<file path="src/rtl/assert_macros.svh">
// ----------------------------------------------------------------------------
// Assertion macros
// Shared concurrent assertion forms, clocked on clock and disabled in reset.
// ----------------------------------------------------------------------------
`ifndef ASSERT_MACROS_SVH
`define ASSERT_MACROS_SVH

// expr must hold at every edge
`define ASSERT_ALWAYS(label, expr, msg) \
   label: assert property (@(posedge clock) disable iff (reset) (expr)) \
      else $error(msg);

// cons must hold in the same cycle as ante
`define ASSERT_IMPLIES(label, ante, cons, msg) \
   label: assert property (@(posedge clock) disable iff (reset) (ante) |-> (cons)) \
      else $error(msg);

// cons must hold in the cycle after ante
`define ASSERT_NEXT(label, ante, cons, msg) \
   label: assert property (@(posedge clock) disable iff (reset) (ante) |=> (cons)) \
      else $error(msg);

`endif

</file>
<file path="src/rtl/ppfbw_pkg.sv">
// ----------------------------------------------------------------------------
// ppfbw_pkg
// Types, widths and codes shared by the frame store writer modules.
// ----------------------------------------------------------------------------
`default_nettype none

package ppfbw_pkg;

   localparam int STORE_BYTES_DEF = 262144;

   localparam int DEPTH_W   = 3;
   localparam int LINE_W    = 15;
   localparam int POS_W     = 12;
   localparam int PIX_W     = 32;
   localparam int OFF_W     = POS_W + 2;
   localparam int PROD_W    = POS_W + LINE_W;
   localparam int SUM_W     = PROD_W + 2;
   localparam int CSR_IDX_W = 2;

   localparam logic [DEPTH_W-1:0] DEPTH_1BPP  = 3'd0;
   localparam logic [DEPTH_W-1:0] DEPTH_2BPP  = 3'd1;
   localparam logic [DEPTH_W-1:0] DEPTH_8BPP  = 3'd2;
   localparam logic [DEPTH_W-1:0] DEPTH_16BPP = 3'd3;
   localparam logic [DEPTH_W-1:0] DEPTH_32BPP = 3'd4;

   localparam logic [CSR_IDX_W-1:0] CSR_DEPTH = 2'd0;
   localparam logic [CSR_IDX_W-1:0] CSR_LINE  = 2'd1;

   localparam logic MODE_WRITE = 1'b0;
   localparam logic MODE_READ  = 1'b1;

   typedef struct packed {
      logic clear_step;
      logic load;
      logic calc;
      logic mem_rd;
      logic capture;
      logic rmw_wr;
      logic byte_wr;
      logic push;
   } cmd_type;

   typedef struct packed {
      logic clear_done;
      logic skip;
      logic via_read;
      logic read_mode;
      logic last_byte;
      logic rsp_free;
   } status_type;

endpackage

`default_nettype wire

</file>
<file path="src/rtl/ppfbw_ctrl.sv">
// ----------------------------------------------------------------------------
// ppfbw_ctrl
// Sequencer for clear, address calculation, byte reads, read-modify-write and byte writes.
// ----------------------------------------------------------------------------
`default_nettype none

module ppfbw_ctrl (
   input  wire                      clock,
   input  wire                      reset,
   input  wire                      req_tvalid,
   output logic                     req_tready,
   input  ppfbw_pkg::status_type    status,
   output ppfbw_pkg::cmd_type       cmd
);
   import ppfbw_pkg::*;

   typedef enum logic [7:0] {
      ST_CLEAR  = 8'b0000_0001,
      ST_IDLE   = 8'b0000_0010,
      ST_CALC   = 8'b0000_0100,
      ST_BRANCH = 8'b0000_1000,
      ST_RD     = 8'b0001_0000,
      ST_MOD    = 8'b0010_0000,
      ST_WR     = 8'b0100_0000,
      ST_DONE   = 8'b1000_0000
   } state_type;

   state_type state_ff;
   state_type state_in;

   always_ff @(posedge clock) begin
      if (reset) begin
         state_ff <= ST_CLEAR;
      end else begin
         state_ff <= state_in;
      end
   end

   always_comb begin
      state_in   = state_ff;
      cmd        = '0;
      req_tready = 1'b0;
      unique case (state_ff)
         ST_CLEAR: begin
            cmd.clear_step = 1'b1;
            if (status.clear_done) begin
               state_in = ST_IDLE;
            end
         end
         ST_IDLE: begin
            req_tready = 1'b1;
            if (req_tvalid) begin
               cmd.load = 1'b1;
               state_in = ST_CALC;
            end
         end
         ST_CALC: begin
            cmd.calc = 1'b1;
            state_in = ST_BRANCH;
         end
         ST_BRANCH: begin
            if (status.skip) begin
               state_in = ST_DONE;
            end else if (status.via_read) begin
               state_in = ST_RD;
            end else begin
               state_in = ST_WR;
            end
         end
         ST_RD: begin
            cmd.mem_rd = 1'b1;
            state_in   = ST_MOD;
         end
         ST_MOD: begin
            if (status.read_mode) begin
               cmd.capture = 1'b1;
            end else begin
               cmd.rmw_wr = 1'b1;
            end
            state_in = ST_DONE;
         end
         ST_WR: begin
            cmd.byte_wr = 1'b1;
            if (status.last_byte) begin
               state_in = ST_DONE;
            end
         end
         ST_DONE: begin
            if (status.rsp_free) begin
               cmd.push = 1'b1;
               state_in = ST_IDLE;
            end
         end
         default: begin
            state_in = ST_CLEAR;
         end
      endcase
   end

endmodule

`default_nettype wire

</file>
<file path="config.mk">
export PLATFORM = sky130hd
export DESIGN_NAME = ppfbw_ctrl
export DESIGN_NICKNAME = d
export VERILOG_FILES = /design/src/rtl/assert_macros.svh /design/src/rtl/ppfbw_pkg.sv /design/src/rtl/ppfbw_ctrl.sv
export SDC_FILE = /design/constraint.sdc
export NUM_CORES = 1
export LEC_CHECK = 0
export BUFFER_PORTS_ARGS = -buffer_cell sky130_fd_sc_hd__clkbuf_2
export CAP_MARGIN = 15
export CORE_AREA = 2 2 39 41
export DETAILED_ROUTE_END_ITERATION = 7
export DIE_AREA = 0 0 41 43
export GPL_ROUTABILITY_DRIVEN = 0
export GPL_TIMING_DRIVEN = 0
export PLACE_DENSITY = 0.68
export RECOVER_POWER = 25
export REMOVE_ABC_BUFFERS = 1
export SYNTH_ARGS = -nofsm -noshare
export SYNTH_HDL_FRONTEND = slang
export SYNTH_SLANG_ARGS = --single-unit
</file>
<file path="constraint.sdc">
create_clock -name clock -period 1.7 [get_ports clock]
set_clock_uncertainty 0.05 [all_clocks]
set_input_delay 0.17 -clock clock [delete_from_list [all_inputs] [get_ports clock]]
set_output_delay 0.17 -clock clock [all_outputs]
set_load 0.05 [all_outputs]
</file>
==> impl_metrics.tcl <==
set metrics [dict create \
    status "complete, but fails checks" \
    violations "negative setup slack" \
    grt_util_met3 0.0471 \
    power.switching_w 0.000284 \
    largest-register "state_ff" \
    vias 608 \
    fin_crit_sh 1.21 \
    synth_top_area_frac 0.317 \
    multi_input_area_sq_um 470 \
    initial_core_util 0.365 \
    setup_violations 17 \
    hold_path.class "in2reg" \
    drc 0 \
    synth_seq_cells 8 \
    yosys.area.top_type "dfxtp_1" \
    clk_latency_ns 0.26 \
    rsz0062_at_grt "true" \
    avgRoutedWirePerCell_microns 16.0 \
    cp_max_fo 3 \
    n_antenna_cell 0 \
    grt_pass1_vias 582 \
    regArea_sq_um 174 \
    grt_usage 0.223 \
    antenna_found_initial 0 \
    slew_viol_final 0 \
    grt_pass1_wl_microns 2650 \
    p_int_w 0.000463 \
    top_usage_layer "met2" \
    swShare 0.380 \
    use_met2 0.334 \
    p_leak_nw 0.412 \
    final_cell_mix "15 x buf_4, 8 x clkbuf_2, 6 x nor2_1" \
    cts_made_buffers 3 \
    synth-warning-count 0 \
    clkPwrFrac 0.194 \
    p_total_w 0.000747 \
    grt.overflow.total 0 \
    viasPerCell 5.43 \
    critPathKind "reg2out" \
    core_area_sq_um 1380 \
    layout.cells.non_filler 112 \
    dp.cells 93 \
    cp-end-kind "output pin" \
    synth.distinct_cells 26 \
    cp.required_ns 1.48 \
    clkTransAtPathRegs_ns 0.05 \
    drive_gt1_frac 0.708 \
    rows 14 \
    place_area_sq_um 611 \
    htreeDepth 1 \
    met1_usage 0.266 \
    seq_area_frac_synth 0.317 \
    maxSlewHeadroom 0.786 \
    cts_sinks 8 \
    die_width_microns 41 \
    power_density_nw_per_um2 739 \
    yosys-top-cells-area "dfxtp_1 32%, nor4_2 9.9%, nand2b_1 7.4%" \
    grt_max_degree 7 \
    power_frac_comb 0.513 \
    n_fill_cell 92 \
    clockBufferDepth 2 \
    seqPwrFrac 0.294 \
    startpoint_type "register" \
    finalHoldViolCount 0 \
    routed_wl_microns 1790 \
    area.growth.synth_to_final_pct 100 \
    dr.pass1.iters 4 \
    mappedNetlistArea_sq_um 505 \
    die-area_sq_um 1760 \
    largest_reg_flops 8 \
    antenna_left 0 \
    drtIter0Drc 15 \
    final_nets 107 \
    cts_tree "yes" \
    mostFrequentLayoutCell "buf_4" \
    top_regs "state_ff: 8 flops" \
    synth.avg_cell_area_sq_um 8.42 \
    critPathArrivalTime_ns 1.83 \
    cts_hold_buf 0 \
    finalCriticalPeriod_ns 2.05 \
    setup_slack_ns -0.353 \
    syn_inst 60 \
    die_y_microns 43 \
    drv_cap 0 \
    stdcell_area_sq_um 1010 \
    clock.fmax_mhz 487 \
    tightest_slew_ns 0.319 \
    dpl.hpwl_microns 932 \
    peakVddDrop_mv 0.510 \
    root_buffer "clkbuf_4" \
    numPortBuffers 17 \
    io_pins 18 \
]
-- Yosys cell counts, drive strengths merged --
cell type  count
a31oi          2
and3b          1
nor3           4
inv            5
nand2b         6
or4b           2
nor4           5
nand3          1
and3           1
nor4b          1
or4            2
and4b          1
o21ai          1
dfxtp          8
nand2          2
nor2b          3
a21boi         1
and2           2
nor2           9
a2111oi        1
o21a           1
a21oi          1
-- worst max-delay path: stages (launching register included) --
cell and delay (ns):
dfxtp_2 0.32, or4_4 0.58, buf_4 0.19, nor4_4 0.23, clkbuf_8 0.26
-- power groups by stage --
stage          Combinational, W  Clock, W  Sequential (W)
6_report               0.000383  0.000145        0.000219
5_1_grt                0.000404  0.000159        0.000220
4_1_cts                0.000299  0.000143        0.000214
3_5_place_dp           0.000204         0        0.000221
3_3_place_gp           0.000203         0        0.000221
2_1_floorplan          0.000160         0        0.000218
-- per-layer routing --
metal	up-vias	share of wire
met2	21	0.50
met5	-	0
li1	296	-
met4	0	0.011
met1	289	0.45
met3	2	0.032
-- timing repair --
item | 4_1_cts | 5_1_grt
setup endpoints to repair | 16 | 17
pin swaps | 10 | 13
setup buffers | 6 | 11
resized for setup | 41 | 22
-- logic make-up (layout without fill, tap and decap cells) --
logic type | Yosys count | after routing | share of synthesized area
AOI/OAI and AO/OA | 7 | 7 | 0.104
buffers and inverters | 5 | 41 | 0.0371
and+or+nand+nor | 40 | 40 | 0.542
DFF | 8 | 8 | 0.317
-- area by class of cell --
| cell class | instances | share of cell area |
|---|---|---|
| repair buffers | 33 | 0.300 |
| well taps | 16 | 0.0198 |
| flip-flops and latches | 8 | 0.172 |
| clock buffers | 3 | 0.0223 |
| multi-input cells | 47 | 0.465 |
| inverters | 5 | 0.0210 |
-- worst paths after layout --
check,end,from,slack [ns],cells after the start
max,cmd[5],state_ff[1],-0.35,4
min,state_ff[4],status[4],0.06,2
min reg2reg,state_ff[2],state_ff[0],0.62,3
max reg2reg,state_ff[0],state_ff[1],-0.20,6
-- stage by stage --
stage,util,worst slack (ns),TNS [ns],hold WS (ns)
2_1_floorplan,-,-0.803,-4.95,0.189
3_3_place_gp,0.441,-0.186,-1.36,0.324
3_5_place_dp,0.441,-0.206,-1.20,0.329
4_1_cts,0.618,-0.267,-1.51,0.0570
5_1_grt,0.731,-0.406,-3.09,0.0510
6_report,0.731,-0.353,-2.27,0.0558
No activity file was read; power rests on OpenSTA's default activity.
